<file path="src/hw/rtl/tsis_pkg.sv">
// ----------------------------------------------------------------------------
// tsis_pkg: shared types, constants and functions
// Seed table builder, double-precision classification helpers and the
// sideband word that rides along the refinement pipeline.
// ----------------------------------------------------------------------------
package tsis_pkg;

  localparam int SEED_ENTRIES = 512;
  localparam int NEWTON_MAX   = 3;
  localparam int CFG_ADDR_W   = 3;

  // register index (paddr bit 2)
  localparam logic REG_NEWTON_STEPS = 1'b0;
  localparam logic [1:0] NEWTON_STEPS_RST = 2'd2;

  localparam logic [63:0] DBL_ONE_AND_HALF = 64'h3FF8_0000_0000_0000;
  localparam logic [63:0] DBL_DEFAULT_NAN  = 64'hFFF8_0000_0000_0000;
  localparam logic [63:0] DBL_QUIET_BIT    = 64'h0008_0000_0000_0000;
  localparam logic [52:0] ONE_AND_HALF_MANT = 53'h18_0000_0000_0000;
  localparam logic [10:0] DBL_EXP_MAX = 11'h7FF;
  localparam logic [10:0] DBL_BIAS    = 11'd1023;

  typedef logic [7:0] seed_rom_t [SEED_ENTRIES];

  typedef struct packed {
    logic [63:0] r;
    logic [63:0] y;
  } tag_t;

  function automatic logic dbl_is_nan(input logic [63:0] d);
    return (d[62:52] == DBL_EXP_MAX) && (d[51:0] != '0);
  endfunction

  function automatic logic dbl_is_inf(input logic [63:0] d);
    return (d[62:52] == DBL_EXP_MAX) && (d[51:0] == '0);
  endfunction

  function automatic logic dbl_is_zero(input logic [63:0] d);
    return d[62:52] == '0;
  endfunction

  // Seed mantissas: rounded 1/sqrt over [0.5,2), built at elaboration with
  // exact integer sqrt, long division and three round-to-nearest-even steps.
  function automatic seed_rom_t seed_rom_build();
    seed_rom_t    rom;
    logic [127:0] n;
    logic [127:0] rm;
    logic [127:0] rt;
    logic [127:0] tr;
    logic [127:0] q;
    logic [53:0]  mant;
    logic [53:0]  dm;
    logic [24:0]  f24;
    logic [22:0]  frac;
    logic [23:0]  sum;
    logic [25:0]  k;
    logic         g;
    logic         st;
    for (int i = 0; i < SEED_ENTRIES; i++) begin
      k = 26'h80_0000 | 26'((i & 255) << 15);
      if (i >= 256) k = k << 1;
      n  = {102'b0, k} << 84;
      rm = '0;
      rt = '0;
      for (int p = 55; p >= 0; p--) begin
        rm = (rm << 2) | ((n >> (2 * p)) & 128'd3);
        tr = (rt << 2) | 128'd1;
        if (rm >= tr) begin
          rm = rm - tr;
          rt = (rt << 1) | 128'd1;
        end else begin
          rt = rt << 1;
        end
      end
      if (rt[54]) begin
        mant = 54'(rt >> 2);
        g    = rt[1];
        st   = rt[0] | (rm != '0);
      end else begin
        mant = 54'(rt >> 1);
        g    = rt[0];
        st   = (rm != '0);
      end
      if (g && (st || mant[0])) mant = mant + 54'd1;
      // 2^107 / mant
      rm = '0;
      q  = '0;
      for (int b = 107; b >= 0; b--) begin
        rm = (rm << 1) | ((b == 107) ? 128'd1 : 128'd0);
        if (rm >= {74'b0, mant}) begin
          rm   = rm - {74'b0, mant};
          q[b] = 1'b1;
        end
      end
      if (q[55]) begin
        dm = 54'd1 << 52;
      end else begin
        dm = 54'(q >> 2);
        g  = q[1];
        st = q[0] | (rm != '0);
        if (g && (st || dm[0])) dm = dm + 54'd1;
      end
      if (dm[53]) begin
        frac = '0;
      end else begin
        f24 = 25'(dm >> 29);
        g   = dm[28];
        st  = |dm[27:0];
        if (g && (st || f24[0])) f24 = f24 + 25'd1;
        frac = f24[22:0];
      end
      sum    = {1'b0, frac} + 24'h2000;
      rom[i] = sum[22:15];
    end
    rom[SEED_ENTRIES / 2] = 8'hFF;
    return rom;
  endfunction

endpackage

</file>
<file path="src/hw/rtl/tsis_dsub.sv">
// ----------------------------------------------------------------------------
// tsis_dsub: six-stage double-precision 1.5 - p
// Order/swap, align with sticky, add, leading-zero count, normalize, round.
// ----------------------------------------------------------------------------
module tsis_dsub (
  input  logic           clk,
  input  logic           rst_n,
  input  logic           en,
  input  logic           in_vld,
  input  logic [63:0]    in_p,
  input  tsis_pkg::tag_t in_tag,
  output logic           out_vld,
  output logic [63:0]    out_res,
  output tsis_pkg::tag_t out_tag
);
  import tsis_pkg::*;

  function automatic logic [5:0] lzc56(input logic [55:0] v);
    logic [5:0] n;
    logic       found;
    n     = 6'd56;
    found = 1'b0;
    for (int i = 55; i >= 0; i--) begin
      if (!found && v[i]) begin
        n     = 6'(55 - i);
        found = 1'b1;
      end
    end
    return n;
  endfunction

  logic [5:0] vld_r;

  // stage 1: special values, order operands by magnitude
  tag_t        tag1_r;
  logic        spec1_r, spec1_nxt;
  logic [63:0] specv1_r, specv1_nxt;
  logic        sign1_r, sub1_r;
  logic [10:0] eb1_r, d1_r;
  logic [52:0] mbig1_r, msml1_r;
  logic [52:0] mp;
  logic        b_big;

  assign mp    = {1'b1, in_p[51:0]};
  assign b_big = (in_p[62:52] > DBL_BIAS) ||
                 ((in_p[62:52] == DBL_BIAS) && (mp > ONE_AND_HALF_MANT));

  always_comb begin
    spec1_nxt  = 1'b1;
    specv1_nxt = '0;
    if (dbl_is_nan(in_p)) begin
      specv1_nxt = in_p | DBL_QUIET_BIT;
    end else if (dbl_is_inf(in_p)) begin
      specv1_nxt = {~in_p[63], DBL_EXP_MAX, 52'b0};
    end else if (dbl_is_zero(in_p)) begin
      specv1_nxt = DBL_ONE_AND_HALF;
    end else begin
      spec1_nxt = 1'b0;
    end
  end

  always_ff @(posedge clk) begin
    if (en) begin
      tag1_r   <= in_tag;
      spec1_r  <= spec1_nxt;
      specv1_r <= specv1_nxt;
      sub1_r   <= ~in_p[63];
      if (b_big) begin
        sign1_r <= ~in_p[63];
        eb1_r   <= in_p[62:52];
        d1_r    <= in_p[62:52] - DBL_BIAS;
        mbig1_r <= mp;
        msml1_r <= ONE_AND_HALF_MANT;
      end else begin
        sign1_r <= 1'b0;
        eb1_r   <= DBL_BIAS;
        d1_r    <= DBL_BIAS - in_p[62:52];
        mbig1_r <= ONE_AND_HALF_MANT;
        msml1_r <= mp;
      end
    end
  end

  // stage 2: align the smaller operand, sticky into bit 0
  tag_t         tag2_r;
  logic         spec2_r, sign2_r, sub2_r;
  logic [63:0]  specv2_r;
  logic [10:0]  eb2_r;
  logic [55:0]  big2_r, sml2_r;
  logic [5:0]   dcl;
  logic [111:0] wide;

  assign dcl  = (d1_r > 11'd56) ? 6'd56 : d1_r[5:0];
  assign wide = {msml1_r, 3'b0, 56'b0} >> dcl;

  always_ff @(posedge clk) begin
    if (en) begin
      tag2_r   <= tag1_r;
      spec2_r  <= spec1_r;
      specv2_r <= specv1_r;
      sign2_r  <= sign1_r;
      sub2_r   <= sub1_r;
      eb2_r    <= eb1_r;
      big2_r   <= {mbig1_r, 3'b0};
      sml2_r   <= wide[111:56] | {55'b0, |wide[55:0]};
    end
  end

  // stage 3: add or subtract magnitudes
  tag_t        tag3_r;
  logic        spec3_r, sign3_r;
  logic [63:0] specv3_r;
  logic [10:0] eb3_r;
  logic [56:0] sum3_r;

  always_ff @(posedge clk) begin
    if (en) begin
      tag3_r   <= tag2_r;
      spec3_r  <= spec2_r;
      specv3_r <= specv2_r;
      sign3_r  <= sign2_r;
      eb3_r    <= eb2_r;
      sum3_r   <= sub2_r ? ({1'b0, big2_r} - {1'b0, sml2_r})
                         : ({1'b0, big2_r} + {1'b0, sml2_r});
    end
  end

  // stage 4: leading zeros
  tag_t        tag4_r;
  logic        spec4_r, sign4_r;
  logic [63:0] specv4_r;
  logic [10:0] eb4_r;
  logic [56:0] sum4_r;
  logic [5:0]  lz4_r;

  always_ff @(posedge clk) begin
    if (en) begin
      tag4_r   <= tag3_r;
      spec4_r  <= spec3_r;
      specv4_r <= specv3_r;
      sign4_r  <= sign3_r;
      eb4_r    <= eb3_r;
      sum4_r   <= sum3_r;
      lz4_r    <= lzc56(sum3_r[55:0]);
    end
  end

  // stage 5: normalize
  tag_t        tag5_r;
  logic        spec5_r, sign5_r, zero5_r;
  logic [63:0] specv5_r;
  logic [11:0] e5_r, e5_nxt;
  logic [55:0] n5_r, n5_nxt;

  always_comb begin
    if (sum4_r[56]) begin
      n5_nxt = {sum4_r[56:2], sum4_r[1] | sum4_r[0]};
      e5_nxt = {1'b0, eb4_r} + 12'd1;
    end else begin
      n5_nxt = sum4_r[55:0] << lz4_r;
      e5_nxt = {1'b0, eb4_r} - {6'b0, lz4_r};
    end
  end

  always_ff @(posedge clk) begin
    if (en) begin
      tag5_r   <= tag4_r;
      spec5_r  <= spec4_r;
      specv5_r <= specv4_r;
      sign5_r  <= sign4_r;
      zero5_r  <= (sum4_r == '0);
      n5_r     <= n5_nxt;
      e5_r     <= e5_nxt;
    end
  end

  // stage 6: round to nearest-even
  tag_t        tag6_r;
  logic [63:0] res6_r, res6_nxt;
  logic        rnd;

  always_comb begin
    rnd = n5_r[2] & (n5_r[1] | n5_r[0] | n5_r[3]);
    if (spec5_r) begin
      res6_nxt = specv5_r;
    end else if (zero5_r) begin
      res6_nxt = '0;
    end else begin
      res6_nxt = {sign5_r, {e5_r[10:0], n5_r[54:3]} + {62'b0, rnd}};
    end
  end

  always_ff @(posedge clk) begin
    if (en) begin
      tag6_r <= tag5_r;
      res6_r <= res6_nxt;
    end
  end

  always_ff @(posedge clk) begin
    if (!rst_n) begin
      vld_r <= '0;
    end else if (en) begin
      vld_r <= {vld_r[4:0], in_vld};
    end
  end

  assign out_vld = vld_r[5];
  assign out_res = res6_r;
  assign out_tag = tag6_r;

endmodule

</file>
<file path="config.mk">
export PLATFORM = sky130hd
export DESIGN_NAME = tsis_dsub
export DESIGN_NICKNAME = d
export VERILOG_FILES = /design/src/hw/rtl/tsis_pkg.sv /design/src/hw/rtl/tsis_dsub.sv
export SDC_FILE = /design/constraint.sdc
export NUM_CORES = 2
export LEC_CHECK = 0
export ABC_CLOCK_PERIOD_IN_PS = 3700
export BUFFER_PORTS_ARGS = -buffer_cell sky130_fd_sc_hd__buf_2
export CAP_MARGIN = 20
export CORE_MARGIN = 1
export CORE_UTILIZATION = 55
export DETAILED_ROUTE_END_ITERATION = 16
export PLACE_DENSITY = 0.77
export RECOVER_POWER = 25
export SLEW_MARGIN = 20
export SYNTH_ARGS = -nofsm -noshare
export SYNTH_HDL_FRONTEND = slang
export SYNTH_SLANG_ARGS = --single-unit
</file>
<file path="constraint.sdc">
create_clock -name clk -period 3.7 [get_ports clk]
set_input_delay 0.185 -clock clk [delete_from_list [all_inputs] [get_ports clk]]
set_output_delay 0.185 -clock clk [all_outputs]
set_load 0.1 [all_outputs]
</file>
=== After elaboration in Yosys (flattened, before gate mapping) ===
Cells that the tools add are included.

* Logic and storage cells: 373
* Register bits after elaboration: 1627
* Input bits: 196

* Order comparisons: 3
* Shifts and indexed selects: 2
* Add/subtract/negate cells: 7
* Multiplexer cells: 176
* Reduce and logical (&&, ||, !) cells: 124
* Bitwise gates (word level): 6
* Eq/ne operators: 2

{| class="wikitable"
|+ Operators by type and width
! operator !! count
|-
| 2-to-1 mux 64 bit || 4
|-
| 2-to-1 mux 6 bit || 33
|-
| 2-to-1 mux 1 bit || 112
|-
| right shift 112 x 6 -> 112 bit || 1
|-
| 2-to-1 mux 5 bit || 16
|-
| adder 63 x 1 -> 63 bit || 1
|-
| 2-to-1 mux 62 bit || 1
|-
| logical AND 1 bit || 58
|-
| adder 56 x 56 -> 57 bit || 1
|-
| logical NOT 57 bit || 1
|-
| 2-to-1 mux 57 bit || 1
|-
| subtractor 56 x 56 -> 57 bit || 1
|-
| OR 56 x 1 -> 56 bit || 1
|-
| OR reduction 56 bit || 1
|-
| left shift 56 x 6 -> 55 bit || 1
|-
| logical NOT 1 bit || 55
|-
| 2-to-1 mux 55 bit || 1
|-
| > comparator 53 bit (second input constant) || 1
|-
| logical NOT 52 bit || 1
|-
| nonzero test 52 bit || 1
|-
| OR reduction 24 bit || 1
|-
| 2-to-1 mux 11 bit || 2
|-
| 2-to-1 mux 3 bit || 4
|-
| adder 11 x 1 -> 11 bit (second input constant) || 1
|-
| 16 further kinds || 20
|}

=== Logic depth before layout (Yosys ltp) ===
* Depth in word-level cells: 221
* Mapped depth: 18
* Mapped depth without buffers: 15

=== Least setup slack after synthesis ===
Ideal clock, no wire load.

* Kind: register to register
* From: reg big2_r[16]
* To: reg sum3_r[55] (data pin)
* Data arrival time: 3.343 ns
* Path slack: 0.091 ns
* Buffers on the path: 1
* Data required time: 3.434 ns
* Period minus slack after synthesis: 3.609 ns
* Cell stages (with the launch flop): 14
* Cells stage by stage: edfxtp_1 -> ha_1 -> clkbuf_1 -> inv_1 -> a221oi_1 -> or3b_1 -> o2111a_1 -> a211o_1 -> a2111o_1 -> o21a_1 -> a41o_1 -> a311o_1 -> o41ai_1 -> xnor2_1

* Longest elaborated chain between the ends: 2
* Elaborated cells between the ends (all ways): 3
* Those cells by class: 2 x add/sub; 1 x mux

{| class="wikitable"
|+ RTL lines
! what !! RTL line !! source
|-
| start, declared || tsis_dsub.sv:89 || <nowiki>logic [55:0] big2_r, sml2_r;</nowiki>
|-
| start signal, assigned || tsis_dsub.sv:104 || <nowiki>big2_r <= {mbig1_r, 3'b0};</nowiki>
|-
| adder 56 x 56 -> 57 bit or subtractor 56 x 56 -> 57 bit (tied branches) || tsis_dsub.sv:124, tsis_dsub.sv:123 ||
|-
| 2-to-1 mux 57 bit (*) || tsis_dsub.sv:123 || <nowiki>sum3_r <= sub2_r ? ({1'b0, big2_r} - {1'b0, sml2_r})</nowiki>
|-
| end signal, assigned || tsis_dsub.sv:123 ||
|-
| end, declared || tsis_dsub.sv:114 || <nowiki>logic [56:0] sum3_r;</nowiki>
|}

Mark *: on every way between the ends. The rest lies on a longest branch, timed or not.
A chain may end at the register's enable or synchronous reset.

=== Final worst setup path ===
* From: reg d1_r[8]
* To: reg sml2_r[0] (data pin)

* Longest elaborated chain between the ends: 5

{| class="wikitable"
|+ RTL lines
! what !! RTL line !! source
|-
| start, declared || tsis_dsub.sv:39 || <nowiki>logic [10:0] eb1_r, d1_r;</nowiki>
|-
| start signal, assigned || tsis_dsub.sv:71 || <nowiki>d1_r <= in_p[62:52] - DBL_BIAS;</nowiki>
|-
| start signal, assigned || tsis_dsub.sv:77 || <nowiki>d1_r <= DBL_BIAS - in_p[62:52];</nowiki>
|-
| > comparator 11 x 6 -> 1 bit (*) || tsis_dsub.sv:93 || <nowiki>assign dcl = (d1_r > 11'd56) ? 6'd56 : d1_r[5:0];</nowiki>
|-
| 2-to-1 mux 6 bit (*) || tsis_dsub.sv:93 ||
|-
| right shift 112 x 6 -> 112 bit (*) || tsis_dsub.sv:94 || <nowiki>assign wide = {msml1_r, 3'b0, 56'b0} >> dcl;</nowiki>
|-
| OR reduction 56 bit || tsis_dsub.sv:105 || <nowiki>sml2_r <= wide[111:56] | {55'b0, |wide[55:0]};</nowiki>
|-
| OR 56 x 1 -> 56 bit (*) || tsis_dsub.sv:105 ||
|-
| end signal, assigned || tsis_dsub.sv:105 ||
|-
| end, declared || tsis_dsub.sv:89 ||
|}

Marked as above.

==> flow_summary.ini <==
[timing]
fmax_ghz = 0.268
hold_violations = 0
worst_slack_ns = -0.0366
fin_setup_tns_ns = -0.0366
relSlewSlack_pct = 25.4
slew_viol_final = 0
final.min_clock_period_ns = 3.74
setup_viol = 1
skew_ns = 0.0634
whs_ns = 0.0879
worstMarginPinSlew_ns = 1.11
rsz0062_at_grt = true
fin_crit_sh_pct = 101

[synth]
synthDistinctLibCells = 90
syn_nets = 5055
synth_area_mm2 = 0.0681
synthSimpleGateAreaFrac_pct = 9.55
syn_avg_cell_area_um2 = 14.4
yosys-top-cells-count = edfxtp_1, nand2_1, nor2_1, a21oi_1, clkbuf_1
synth_fa_ha_area_share_pct = 2.24
synthCells = 4738
muxShareOfSynthArea_pct = 3.37
yosys.area.top_type = edfxtp_1
synthXorXnorAreaFrac_pct = 1.75
async_flop_share_pct = 0
yosysMostFrequentCell = edfxtp_1
synth_area_leaders = edfxtp_1, ha_1, nand2_1
yosysWarnings = 0
synth_edf_count = 1618
synth-compound-area-share_pct = 9.24
ys.flop_type = edfxtp_1
seq_area_frac_synth_pct = 71.5
ys_ff_latch = 1624
synthDominantCellAreaShare_pct = 71.3
synth_top_family_by_area = simple AND/OR/NAND/NOR gates

[setup_path]
slowest_delay_ns = 0.40
cp.required_ns = 4.21
cp_data_arrival_time_ns = 4.25
worst-setup-path-type = register to register
critical_path.top_delay_family = simple AND/OR/NAND/NOR gates
critical_path.max_fanout = 7
crit_chain = or3_4 > buf_6 > nor3_4 > nand2_2 > a221o_1 > buf_4 > mux2_2 > mux2i_2 > nor4b_2 > a31oi_1 > and4b_1 > nand4_1 > a21o_1
critPathBufInv = 2
reg2reg_depth = 13
r2r-end = sml2_r[0]$_DFFE_PP_
slowest_stage = edfxtp_1
r2r_start = d1_r[8]$_DFFE_PP_
worstSetupStartpointType = register
cp-end-kind = register
ff2ff_setup_slack_ns = -0.04

[drt]
drt_iter0_markers = 5210
vias = 45000
wire_per_inst_um = 26.4
final_antenna_net_count = 0
first_pass_iters = 8
drc_errors = 0
totalWireLength_um = 198000
via_per_inst = 6.00

[cts]
root_buffer = clkbuf_16
cts.sinks = 1624
cts_tree = yes
ctsLongestPathBuffers = 3
cts_buffers = 158
clk_pin_slew_ns = 0.08
htreeDepth = 4
clk-insertion-delay-late_ns = 0.81

[job]
maxCapViolCount = 0

[placed_design]
place_congestion = 0.965
dp_hpwl_um = 137000
port_buffers = 388

[global_routing]
overflow = 0
grt_use_total_pct = 31.3
grt_start_max_net_pins = 109
grt_pass1_vias = 44300
antenna_found_initial = 19
grt_pass1_wl_um = 287000

[worst_hold_path]
hold_depth = 2
worstHoldStart = in_tag[44]
min_to = tag1_r[44]$_DFFE_PP_
hp-class = input pin to register

[floorplanning]
die-area_mm2 = 0.125
start_util_pct = 55.7
num_rows = 128
core-area_mm2 = 0.122
io_pins = 389
die_y_um = 354
die_w_um = 354

[finish]
areaGrowthSynthToFinish_pct = 21.9
nNetsFinal = 6055
drive_gt1_share_pct = 22.1
fillers = 8355

[power]
powerDensity_mw_per_mm2 = 536
p_leak_nw = 30.8
irDropWorstVdd_mv = 0.666

[outcome]
status = complete, but fails checks
violations = setup timing
stage by stage:
step | setup WS, ns | cells | util (%) | total power, mW | area [µm²]
2_1_floorplan | 0.0915 | 4738 | - | 25.8 | 68100
3_3_place_gp | -0.190 | 6982 | 61.4 | 28.4 | 75200
3_5_place_dp | -0.272 | 6982 | 61.4 | 28.5 | 75200
4_1_cts | -0.115 | 7481 | 67.4 | 44.4 | 82500
5_1_grt | -0.148 | 7499 | 67.8 | 45.9 | 83000
6_report | -0.0366 | 7507 | 67.8 | 44.5 | 83000
worst max-delay path by stage:
stage	start	endpoint	slack [ns]	depth (start not counted)
2_1_floorplan	big2_r[16]$_DFFE_PP_	sum3_r[55]$_DFFE_PP_	0.09	13
3_3_place_gp	big2_r[4]$_DFFE_PP_	sum3_r[56]$_DFFE_PP_	-0.19	14
3_5_place_dp	big2_r[4]$_DFFE_PP_	sum3_r[56]$_DFFE_PP_	-0.27	14
4_1_cts	d1_r[9]$_DFFE_PP_	sml2_r[0]$_DFFE_PP_	-0.12	12
5_1_grt	d1_r[8]$_DFFE_PP_	sml2_r[0]$_DFFE_PP_	-0.15	12
6_report	d1_r[8]$_DFFE_PP_	sml2_r[0]$_DFFE_PP_	-0.04	13
cell usage in the layout, fill, tap and decap left out, types with 33 or more instances in the layout:
cell / instances
buf_4: 463
mux2i_1: 113
nor2b_1: 87
nand2_1: 370
nand3_1: 71
nor4_1: 63
inv_1: 169
edfxtp_1: 1618
xnor2_1: 108
buf_12: 33
mux2_2: 35
o22ai_1: 45
nor2_1: 292
o21ai_0: 180
dlygate4sd3_1: 194
mux4_2: 33
clkbuf_1: 50
nand4_1: 40
o31ai_1: 60
buf_2: 369
ha_1: 113
clkbuf_16: 159
nor3_1: 78
a31oi_1: 38
a21oi_1: 232
and2_1: 124
a22o_1: 49
per-layer routing:
layer / track usage, % / share of wire [%] / wire length [µm] / vias to the layer above
li1: - / - / - / 20100
met1: 39.1 / 37 / 74000 / 21900
met2: 52.6 / 49 / 97800 / 2478
met3: 5.87 / 8.0 / 15800 / 562
met4: 15.2 / 5.2 / 10200 / 4
met5: 0 / 0.015 / 29 / -
worst register-to-register path: cells and delay by family, from the launching register on:
kind | cells | cell delay (ns)
DFF | 1 | 0.40
buffers and inverters | 2 | 0.36
and+or+nand+nor | 6 | 1.53
muxes | 2 | 0.55
AOI/OAI and AO/OA | 3 | 0.66
what timing repair did:
action	CTS	global route
endpoints found under the hold margin	384	0
resized for setup	29	70
setup buffers	11	15
gates cloned	0	1
hold buffers	194	0
pin swaps	18	45
setup endpoints to repair	13	35
cell families after synthesis:
logic type,after synthesis
DFF,1624
and+or+nand+nor,1309
AOI/OAI and AO/OA,949
buffers and inverters,415
muxes,184
xor gates and xnor gates,136
adders and majority gates,121
flip-flops by register name, summed over array words and instances, names as in the netlist, 128 cells and up:
register	count
out_tag	128
tag1_r	128
tag4_r	128
tag3_r	128
tag5_r	128
tag2_r	128
layout make-up:
| type | count | area, µm² | area share (%) |
|---|---|---|---|
| antenna | 10 | 25.0 | 0.0302 |
| clock inverter | 104 | 1120 | 1.34 |
| timing repair buffer | 1083 | 8050 | 9.70 |
| sequential | 1624 | 48700 | 58.7 |
| clock buffer | 190 | 4100 | 4.93 |
| multi-input combinational | 2699 | 18300 | 22.1 |
| inverter | 172 | 646 | 0.778 |
| tap | 1625 | 2030 | 2.45 |
report_power, final:
part	switching, mW	total, mW	internal (mW)
Combinational	3.92	5.99	2.07
Clock	7.14	15.9	8.78
Sequential	0.838	22.6	21.8
Total	11.9	44.5	32.6
(Power assumes the default switching activity.)
